### config.mk
export PLATFORM = sky130hd
export DESIGN_NAME = one_wire_bus_master_core
export DESIGN_NICKNAME = d
export VERILOG_FILES = /design/src/sv/owbm_pkg.sv /design/src/sv/one_wire_bus_master_core.sv
export SDC_FILE = /design/constraint.sdc
export NUM_CORES = 1
export LEC_CHECK = 0
export BUFFER_PORTS_ARGS = -buffer_cell sky130_fd_sc_hd__buf_2
export CORE_MARGIN = 8
export CORE_UTILIZATION = 50
export DETAILED_ROUTE_END_ITERATION = 12
export PLACE_DENSITY = 0.71
export SYNTH_ARGS = -nofsm -noshare
export SYNTH_HDL_FRONTEND = slang
export SYNTH_SLANG_ARGS = --single-unit
### constraint.sdc
create_clock -name clk -period 5 [get_ports clk]
set_clock_uncertainty 0.05 [all_clocks]
set_input_delay 0.5 -clock clk [delete_from_list [all_inputs] [get_ports clk]]
set_output_delay 0.5 -clock clk [all_outputs]
set_load 0.01 [all_outputs]
### src/sv/owbm_pkg.sv
// Shared types and constants for the one-wire bus master core.
package owbm_pkg;

	localparam int unsigned REG_W     = 10;
	localparam int unsigned NUM_REGS  = 8;
	localparam int unsigned REG_IDX_W = 3;
	localparam int unsigned IN_DATA_W  = 16;
	localparam int unsigned IN_USER_W  = 2;
	localparam int unsigned OUT_DATA_W = 16;

	typedef enum logic [1:0] {
		OP_TICK  = 2'd0,
		OP_RESET = 2'd1,
		OP_WRITE = 2'd2,
		OP_READ  = 2'd3
	} op_t;

	typedef enum logic [REG_IDX_W-1:0] {
		REG_RESET_LOW   = 3'd0,
		REG_PRES_WAIT   = 3'd1,
		REG_RST_RECOVER = 3'd2,
		REG_WR_LEAD     = 3'd3,
		REG_WR_HOLD     = 3'd4,
		REG_RD_LOW      = 3'd5,
		REG_RD_SAMPLE   = 3'd6,
		REG_RD_RECOVER  = 3'd7
	} reg_idx_t;

	localparam logic [REG_W-1:0] CFG_RESET [NUM_REGS] = '{
		10'd480, 10'd65, 10'd480, 10'd10, 10'd50, 10'd5, 10'd10, 10'd45
	};

	typedef enum logic [9:0] {
		PH_IDLE        = 10'b00_0000_0001,
		PH_RST_LOW     = 10'b00_0000_0010,
		PH_RST_WAIT    = 10'b00_0000_0100,
		PH_RST_RECOVER = 10'b00_0000_1000,
		PH_WR_LEAD     = 10'b00_0001_0000,
		PH_WR_HOLD     = 10'b00_0010_0000,
		PH_WR_GAP      = 10'b00_0100_0000,
		PH_RD_LOW      = 10'b00_1000_0000,
		PH_RD_WAIT     = 10'b01_0000_0000,
		PH_RD_RECOVER  = 10'b10_0000_0000
	} phase_t;

endpackage

### src/sv/one_wire_bus_master_core.sv
// One-wire bus master sequencer core: reset, write-byte and read-byte sequences.
// The result word for an accepted input word is registered and appears in the cycle after acceptance.
// Throughput: one input word per cycle; the output register acts as the only stage,
// so a word is taken whenever that register is empty or is being drained.
// Each tick word advances the sequencer by one microsecond of bus time.
// Reset (arst_n low) restores the timing registers, idles the sequencer, empties the output.
module one_wire_bus_master_core #(
	parameter int unsigned COUNT_WIDTH = 10
) (
	input  logic                               clk,
	input  logic                               arst_n,
	input  logic                               s_axis_tvalid,
	output logic                               s_axis_tready,
	// [7:0] write_data, [8] line_level, [15:9] zero
	input  logic [owbm_pkg::IN_DATA_W-1:0]     s_axis_tdata,
	// [1:0] op
	input  logic [owbm_pkg::IN_USER_W-1:0]     s_axis_tuser,
	output logic                               m_axis_tvalid,
	input  logic                               m_axis_tready,
	// [0] drive_low, [1] busy_res, [2] done_res, [3] presence_bit,
	// [11:4] read_byte, [12] rejected, [15:13] zero
	output logic [owbm_pkg::OUT_DATA_W-1:0]    m_axis_tdata,
	input  logic                               cfg_valid,
	output logic                               cfg_ready,
	input  logic [owbm_pkg::REG_IDX_W-1:0]     cfg_index,
	input  logic [owbm_pkg::REG_W-1:0]         cfg_data
);

	localparam int unsigned LW =
		((COUNT_WIDTH > owbm_pkg::REG_W) ? COUNT_WIDTH : owbm_pkg::REG_W) + 1;

	logic [owbm_pkg::REG_W-1:0] cfg_q [owbm_pkg::NUM_REGS];

	owbm_pkg::phase_t       phase_q, phase_d;
	logic [COUNT_WIDTH-1:0] tick_q, tick_d;
	logic [2:0]             bit_q, bit_d;
	logic [7:0]             shift_q, shift_d;
	logic                   pres_q, pres_d;
	logic [7:0]             rd_res_q, rd_res_d;

	logic                   out_valid_q;
	logic [owbm_pkg::OUT_DATA_W-1:0] out_data_q;

	logic                   accept;
	owbm_pkg::op_t          op;
	logic [7:0]             wr_data;
	logic                   level;
	logic [owbm_pkg::REG_W-1:0] len_raw;
	logic [LW-1:0]          len_ext, len, cnt_next;
	logic                   done, rej, drive;

	assign cfg_ready     = 1'b1;
	assign s_axis_tready = !out_valid_q || m_axis_tready;
	assign accept        = s_axis_tvalid && s_axis_tready;
	assign op            = owbm_pkg::op_t'(s_axis_tuser);
	assign wr_data       = s_axis_tdata[7:0];
	assign level         = s_axis_tdata[8];
	assign m_axis_tvalid = out_valid_q;
	assign m_axis_tdata  = out_data_q;

	always_ff @(posedge clk or negedge arst_n) begin
		if (!arst_n) begin
			cfg_q <= owbm_pkg::CFG_RESET;
		end else if (cfg_valid) begin
			cfg_q[cfg_index] <= cfg_data;
		end
	end

	// Length of the current phase, taken from its timing register.
	always_comb begin
		unique case (phase_q)
			owbm_pkg::PH_RST_LOW:     len_raw = cfg_q[owbm_pkg::REG_RESET_LOW];
			owbm_pkg::PH_RST_WAIT:    len_raw = cfg_q[owbm_pkg::REG_PRES_WAIT];
			owbm_pkg::PH_RST_RECOVER: len_raw = cfg_q[owbm_pkg::REG_RST_RECOVER];
			owbm_pkg::PH_WR_LEAD:     len_raw = cfg_q[owbm_pkg::REG_WR_LEAD];
			owbm_pkg::PH_WR_HOLD:     len_raw = cfg_q[owbm_pkg::REG_WR_HOLD];
			owbm_pkg::PH_RD_LOW:      len_raw = cfg_q[owbm_pkg::REG_RD_LOW];
			owbm_pkg::PH_RD_WAIT:     len_raw = cfg_q[owbm_pkg::REG_RD_SAMPLE];
			owbm_pkg::PH_RD_RECOVER:  len_raw = cfg_q[owbm_pkg::REG_RD_RECOVER];
			default:                  len_raw = {{(owbm_pkg::REG_W-1){1'b0}}, 1'b1};
		endcase
	end

	// A zero length counts as one tick; lengths beyond the counter saturate.
	always_comb begin
		len_ext = {{(LW-owbm_pkg::REG_W){1'b0}}, len_raw};
		if (len_raw == '0) begin
			len = {{(LW-1){1'b0}}, 1'b1};
		end else if (len_ext > {{(LW-COUNT_WIDTH){1'b0}}, {COUNT_WIDTH{1'b1}}}) begin
			len = {{(LW-COUNT_WIDTH){1'b0}}, {COUNT_WIDTH{1'b1}}};
		end else begin
			len = len_ext;
		end
		cnt_next = {{(LW-COUNT_WIDTH){1'b0}}, tick_q} + {{(LW-1){1'b0}}, 1'b1};
	end

	always_comb begin
		phase_d  = phase_q;
		tick_d   = tick_q;
		bit_d    = bit_q;
		shift_d  = shift_q;
		pres_d   = pres_q;
		rd_res_d = rd_res_q;
		done     = 1'b0;
		rej      = 1'b0;
		if (op == owbm_pkg::OP_TICK) begin
			if (phase_q != owbm_pkg::PH_IDLE) begin
				if (cnt_next < len) begin
					tick_d = cnt_next[COUNT_WIDTH-1:0];
				end else begin
					tick_d = '0;
					unique case (phase_q)
						owbm_pkg::PH_RST_LOW: phase_d = owbm_pkg::PH_RST_WAIT;
						owbm_pkg::PH_RST_WAIT: begin
							pres_d  = level;
							phase_d = owbm_pkg::PH_RST_RECOVER;
						end
						owbm_pkg::PH_RST_RECOVER: begin
							phase_d = owbm_pkg::PH_IDLE;
							done    = 1'b1;
						end
						owbm_pkg::PH_WR_LEAD: phase_d = owbm_pkg::PH_WR_HOLD;
						owbm_pkg::PH_WR_HOLD: begin
							if (bit_q == 3'd7) begin
								phase_d = owbm_pkg::PH_IDLE;
								done    = 1'b1;
							end else begin
								phase_d = owbm_pkg::PH_WR_GAP;
							end
						end
						owbm_pkg::PH_WR_GAP: begin
							bit_d   = bit_q + 3'd1;
							phase_d = owbm_pkg::PH_WR_LEAD;
						end
						owbm_pkg::PH_RD_LOW: phase_d = owbm_pkg::PH_RD_WAIT;
						owbm_pkg::PH_RD_WAIT: begin
							shift_d[bit_q] = shift_q[bit_q] | level;
							phase_d        = owbm_pkg::PH_RD_RECOVER;
						end
						owbm_pkg::PH_RD_RECOVER: begin
							if (bit_q == 3'd7) begin
								rd_res_d = shift_q;
								phase_d  = owbm_pkg::PH_IDLE;
								done     = 1'b1;
							end else begin
								bit_d   = bit_q + 3'd1;
								phase_d = owbm_pkg::PH_RD_LOW;
							end
						end
						default: phase_d = owbm_pkg::PH_IDLE;
					endcase
				end
			end
		end else if (phase_q != owbm_pkg::PH_IDLE) begin
			rej = 1'b1;
		end else begin
			bit_d  = 3'd0;
			tick_d = '0;
			unique case (op)
				owbm_pkg::OP_RESET: phase_d = owbm_pkg::PH_RST_LOW;
				owbm_pkg::OP_WRITE: begin
					shift_d = wr_data;
					phase_d = owbm_pkg::PH_WR_LEAD;
				end
				default: begin
					shift_d = 8'd0;
					phase_d = owbm_pkg::PH_RD_LOW;
				end
			endcase
		end
	end

	// Line drive follows the phase that the item moves the sequencer into.
	always_comb begin
		unique case (phase_d)
			owbm_pkg::PH_RST_LOW,
			owbm_pkg::PH_WR_LEAD,
			owbm_pkg::PH_RD_LOW:  drive = 1'b1;
			owbm_pkg::PH_WR_HOLD: drive = !shift_d[bit_d];
			default:              drive = 1'b0;
		endcase
	end

	always_ff @(posedge clk or negedge arst_n) begin
		if (!arst_n) begin
			phase_q  <= owbm_pkg::PH_IDLE;
			tick_q   <= '0;
			bit_q    <= 3'd0;
			shift_q  <= 8'd0;
			pres_q   <= 1'b1;
			rd_res_q <= 8'd0;
		end else if (accept) begin
			phase_q  <= phase_d;
			tick_q   <= tick_d;
			bit_q    <= bit_d;
			shift_q  <= shift_d;
			pres_q   <= pres_d;
			rd_res_q <= rd_res_d;
		end
	end

	always_ff @(posedge clk or negedge arst_n) begin
		if (!arst_n) begin
			out_valid_q <= 1'b0;
		end else if (accept) begin
			out_valid_q <= 1'b1;
		end else if (m_axis_tready) begin
			out_valid_q <= 1'b0;
		end
	end

	always_ff @(posedge clk) begin
		if (accept) begin
			out_data_q <= {3'b000, rej, rd_res_d, pres_d, done,
				(phase_d != owbm_pkg::PH_IDLE), drive};
		end
	end

endmodule

**Word level (Yosys, flattened, before mapping)**

Cells that the tools add are included.

- Add/subtract/negate cells: 2
- Reduce and logical (&&, ||, !) cells: 13
- Order comparisons: 6
- Equal/unequal tests: 20
- Multiplexer cells: 51
- Bitwise logic cells: 4

Operators with widths:

| kind | count |
|---|---|
| $pmux 10 s8 | 2 |
| $mux 10 | 10 |
| $mux 8 | 11 |
| $bwmux 80 | 1 |
| $pmux 8 s2 | 2 |
| $demux 10 s3 | 1 |
| $eq 10x2->1 const B | 2 |
| $eq 10x5->1 const B | 2 |
| $eq 10x6->1 const B | 2 |
| $eq 10x8->1 const B | 2 |
| $ne 10x1->1 const B | 2 |
| $mux 3 | 5 |
| $add 10x1->11 const B | 1 |
| $lt 11x11->1 | 1 |
| $mux 1 | 11 |
| $eq 10x10->1 const B | 1 |
| $eq 10x3->1 const B | 1 |
| $eq 10x4->1 const B | 1 |
| $eq 10x7->1 const B | 1 |
| $eq 10x9->1 const B | 1 |
| $logic_not 10->1 | 1 |
| $bwmux 8 | 1 |
| $lt 3x4->1 const B | 2 |
| $mux 7 | 1 |
| other kinds (24) | 31 |

- Word-level logic and storage cells: 114
- Register bits after elaboration: 134

**Logic depth before layout (Yosys ltp)**

- Word-level depth: 13
- Gate-level depth with buffers: 20
- Mapped depth without buffers: 16

**Worst setup path before layout**

Ideal clock, no wire load.

- Path type: reg-to-reg
- Start: register phase_q[5]
- End: register out_data_q (netlist bit m_axis_tdata[0]), data pin
- Path slack: 320 ps
- Arrival time: 4,364 ps
- Setup time: 266 ps
- Path buffers: 2
- Data required time: 4,684 ps
- Stages on the path, launching flop included: 18
- Period minus slack after synthesis: 4,680 ps
- Cells stage by stage: dfrtp_1 > nor4_1 > and3_1 > buf_4 > a222oi_1 > and3b_1 > ha_1 > nand3_1 > or4_1 > a21oi_2 > o41ai_4 > and2_1 > buf_6 > nor3_1 > mux2i_1 > nor3b_1 > a2111oi_2 > o22ai_1

- Cells in the longest elaborated chain, start to end: 12
- Elaborated cells between the ends (all ways): 38
- Classes of those cells: 1 x order compare; 14 x eq/ne; 20 x mux; 3 x reduce/logical

Ends and longest elaborated chain:

| what | RTL line | text |
|---|---|---|
| from (decl) | one_wire_bus_master_core.sv:34 | `owbm_pkg::phase_t phase_q, phase_d;` |
| from (signal assigned) | one_wire_bus_master_core.sv:186 | `phase_q <= owbm_pkg::PH_IDLE;` |
| from (signal assigned) | one_wire_bus_master_core.sv:193 | `phase_q <= phase_d;` |
| $eq 10x10->1 (tied with other cells) | one_wire_bus_master_core.sv:71, one_wire_bus_master_core.sv:112 |  |
| $pmux 10 s8 | one_wire_bus_master_core.sv:71 | `unique case (phase_q)` |
| $logic_not 10->1 | one_wire_bus_master_core.sv:87 | `if (len_raw == '0) begin` |
| $mux 10 | one_wire_bus_master_core.sv:87 |  |
| $lt 11x11->1 | one_wire_bus_master_core.sv:108 | `if (cnt_next < len) begin` |
| $mux 8 or $mux 3 (tied branches) | one_wire_bus_master_core.sv:108 |  |
| $mux 8 or $mux 3 (tied branches) | one_wire_bus_master_core.sv:107 | `if (phase_q != owbm_pkg::PH_IDLE) begin` |
| $mux 8 or $mux 3 (tied branches) | one_wire_bus_master_core.sv:106 | `if (op == owbm_pkg::OP_TICK) begin` |
| $bmux 1 s3 | one_wire_bus_master_core.sv:179 | `owbm_pkg::PH_WR_HOLD: drive = !shift_d[bit_d];` |
| $mux 1 (not written as such) | one_wire_bus_master_core.sv:179 |  |
| $logic_not 1->1 | one_wire_bus_master_core.sv:179 |  |
| $pmux 1 s2 (*) | one_wire_bus_master_core.sv:175 | `unique case (phase_d)` |
| to (signal assigned) | one_wire_bus_master_core.sv:214 | `out_data_q <= {3'b000, rej, rd_res_d, pres_d, done,` |
| to (decl) | one_wire_bus_master_core.sv:42 | `logic [owbm_pkg::OUT_DATA_W-1:0] out_data_q;` |

Every way passes the cells marked *; elsewhere a longest branch is shown, timed or not. The select of a mux whose other input is x is not followed.
A chain may end at the register's enable or synchronous reset.

**Final worst setup path**

- Start: register phase_q[2]
- End: register out_data_q (netlist bit m_axis_tdata[0]), data pin

Same word-level chain as after synthesis.

==> results.md <==
- Status: complete, no violations
- Peak supply drop: 0.355 mV
- Antenna Cells: 0
- Clock root buffer: clkbuf_16
- Post-synth cell types: 76
- Int Pwr: 2800 uW
- Die area: 19400 um^2
- Most frequent cells in the layout: 110 x nand2_1, 94 x mux2_2, 92 x dfrtp_1, 58 x buf_4, 42 x buf_2
- Measured slew at the worst slew-check pin: 1.04 ns
- Number of remaining DRC errors: 0
- Initial Util: 50.5%
- Synth Instances: approximately 730
- Vias per cell: 6.22
- Critical path startpoint category: register
- Area Overhead vs Synth: 18.0%
- First-pass GRT wire length: 33300 um
- Tcrit/Tclk final: 96.0%
- Vias in the first global route: around 6400
- Detailed Route Iter0 Violations: ~550
- GRT overflow: 0
- Sw Share: 32.9%
- Switch Pwr: 1370 uW
- Drt first pass iters: 7
- Leak: 0.00379 uW
- FFs w/ async S/R, synth: 90.3%
- PnR Total Power: 4170 uW
- Mapped Area: about 7600 um^2
- Num CTS Buffers: 17
- Final core utilization: 59.6%
- Worst-case reg-to-reg path depth: 16
- Nets: 861
- Largest net degree at the start of global routing: 85
- Final WL: around 21000 um
- Reg2reg start: phase_q[2]
- Post-route insts no fill: 1009
- Most common cell after layout, fill and taps aside: nand2_1
- Dpl cells: 975
- TNS Setup: 0 ns
- I/O Buffers: 43
- Core region area: 15000 um^2
- Deepest clock path buffer count: 2
- CTS tree: built
- Tmin final: 4.80 ns
- Clk slew on worst S/H paths: 0.06 ns
- Crit Path Max Fanout: 15
- Arr. time, crit path: around 5 ns
- F_max: 0.208 GHz
- Slew HR: 30.5%
- Worst Path Required: roughly 5.2 ns
- Class of the worst hold path: in -> async
- Total global-route track usage: 21.4%
- R2R setup slack: 0.20 ns
- HPWL Detailed: about 14000 um
- Die Ht: 139 um
- Worst Setup EP: m_axis_tdata[0]
- CP Capture Type: register
- Post-DR wirelength/cell: 20.3 um
- CTS Sinks: 134
- Clk_lat worst skew: roughly 0.43 ns
- Synthesized area per cell: approximately 10 um^2
- I/O pins: 55
- Final hold viol count: 0
- Comb pwr share: 31.4%
- Worst Setup SP: phase_q[2]
- Initial antenna violation count: 0
- Critical path class: reg -> reg
- RSZ-0062 raised after global routing: false
- Top FF cell, synth: dfrtp_1
- Synthesis-stage register bit count: 134
- Cts hold-fix bufs: 0
- Number of synthesized flops with an enable pin: 13
- # Max-Cap Violations: 0
- Final Setup Violations: 0
- Sequential-to-total area share from yosys stat: 45.4%
- RePlAce Congestion: 0.901
- CTS H-tree lvls: 4
- RR Endpoint: m_axis_tdata[0]
- Core Rows: 45
- Via count: about 6300
- Reg power frac: between 30% and 40%
- Yosys warning count: 0
- Power Dens Cells: 465 nW/um^2
- Max-slew violations: 0
- Layout cells sized above 1: 34.5%
- Final antenna-violating net count: 0
- Die width: 139 um
- Clock power share: 31.9%
[area by class of cell]
class | instances | area [um^2]
fillers | 1215 | 6070
flip-flops and latches | 134 | 3450
inverters | 10 | 37.5
well taps | 188 | 235
repair buffers | 101 | 666
multi-input cells | 544 | 3950
clock inverters | 12 | 166
clock buffers | 20 | 458
[sequential cells by signal (all words and copies together) (netlist names)]
signal	count
cfg_q	80
m_axis_tdata	13
phase_q	10
tick_q	10
rd_res_q	8
shift_q	8
bit_q	3
m_axis_tvalid	1
pres_q	1
[cell usage after synthesis, types with 10 or more instances]
cell / instances / area [um^2]
o21ai_0: 38 / 190
nand4_1: 10 / 62.6
dfstp_2: 25 / 657
a22o_1: 18 / 158
mux2_2: 94 / 1060
nor3_1: 10 / 50.1
nand2_1: 110 / 413
edfxtp_1: 13 / 390
a22oi_1: 22 / 165
clkbuf_1: 23 / 86.3
o22ai_1: 11 / 68.8
nand3_1: 17 / 85.1
nor2_1: 31 / 116
inv_1: 10 / 37.5
a21oi_1: 12 / 60.1
dfrtp_1: 96 / 2400
ha_1: 17 / 213
[kinds of logic (layout without fill, tap and decap cells)]
group,Yosys count,count (layout),synth area share [%]
flops,134,134,45.4
compound gates,156,156,15.1
other cells,2,4,0.0988
fa+ha+maj,17,17,2.80
xor+xnor,10,10,1.15
simple gates,255,255,16.8
buf+inv,55,143,3.33
mux,102,102,15.3
[power by group through the flow]
stage	registers, uW	logic [uW]	clock network [uW]
finish	1530	1310	1330
floorplan	1460	843	0
global placement	1520	1210	0
detailed placement	1530	1250	0
CTS	1520	1260	1340
global route	1560	1420	1380
[routing by layer]
layer  up-vias  global-route usage, %  routed length [um]
li1       2870                      -                   -
met1      3120                   25.3                8500
met2       238                   35.9               10100
met3        53                   5.44                1230
met4         0                   10.3                 653
met5         -                      0                   0
[worst max-delay path: stages, from the launching register on]
cell and delay (ns):
dfrtp_2 0.51, nor4_1 0.41, and3_1 0.37, a222oi_1 0.15
and3b_1 0.27, ha_1 0.33, nand3_1 0.07, or4_1 0.49
a21oi_2 0.18, o41ai_4 0.11, and2_1 0.25, buf_4 0.19
nor2_2 0.30, nand2_1 0.14, a2111o_1 0.43, a211o_1 0.26
o22ai_1 0.14
[how the worst min path moves through the flow]
| stage | start | end | slack, ns | cells after the start |
|---|---|---|---|---|
| 3_3_place_gp | rd_res_q[5] | rd_res_q[5] | 0.40 | 2 |
| 3_5_place_dp | rd_res_q[7] | rd_res_q[7] | 0.41 | 2 |
| 2_1_floorplan | arst_n | bit_q[0] | 0.15 | 0 |
| 4_1_cts | s_axis_tvalid | m_axis_tvalid | 0.23 | 2 |
| 6_report | arst_n | tick_q[7] | 0.20 | 1 |
| 5_1_grt | s_axis_tvalid | m_axis_tvalid | 0.25 | 2 |
[metrics by stage]
step	worst slack (ns)	instance area, um^2	hold WS, ns
6_report	0.202	8970	0.204
5_1_grt	0.00673	8970	0.246
4_1_cts	0.0924	8900	0.226
3_5_place_dp	0.146	8280	0.413
3_3_place_gp	0.197	8280	0.405
2_1_floorplan	0.320	7610	0.154
[timing repair]
| action | in CTS | in global routing |
|---|---|---|
| endpoints found under the setup margin | 0 | 1 |
| buffers inserted | 0 | 2 |
| resized for setup | 0 | 13 |
No activity file was read; power rests on OpenSTA's default activity.
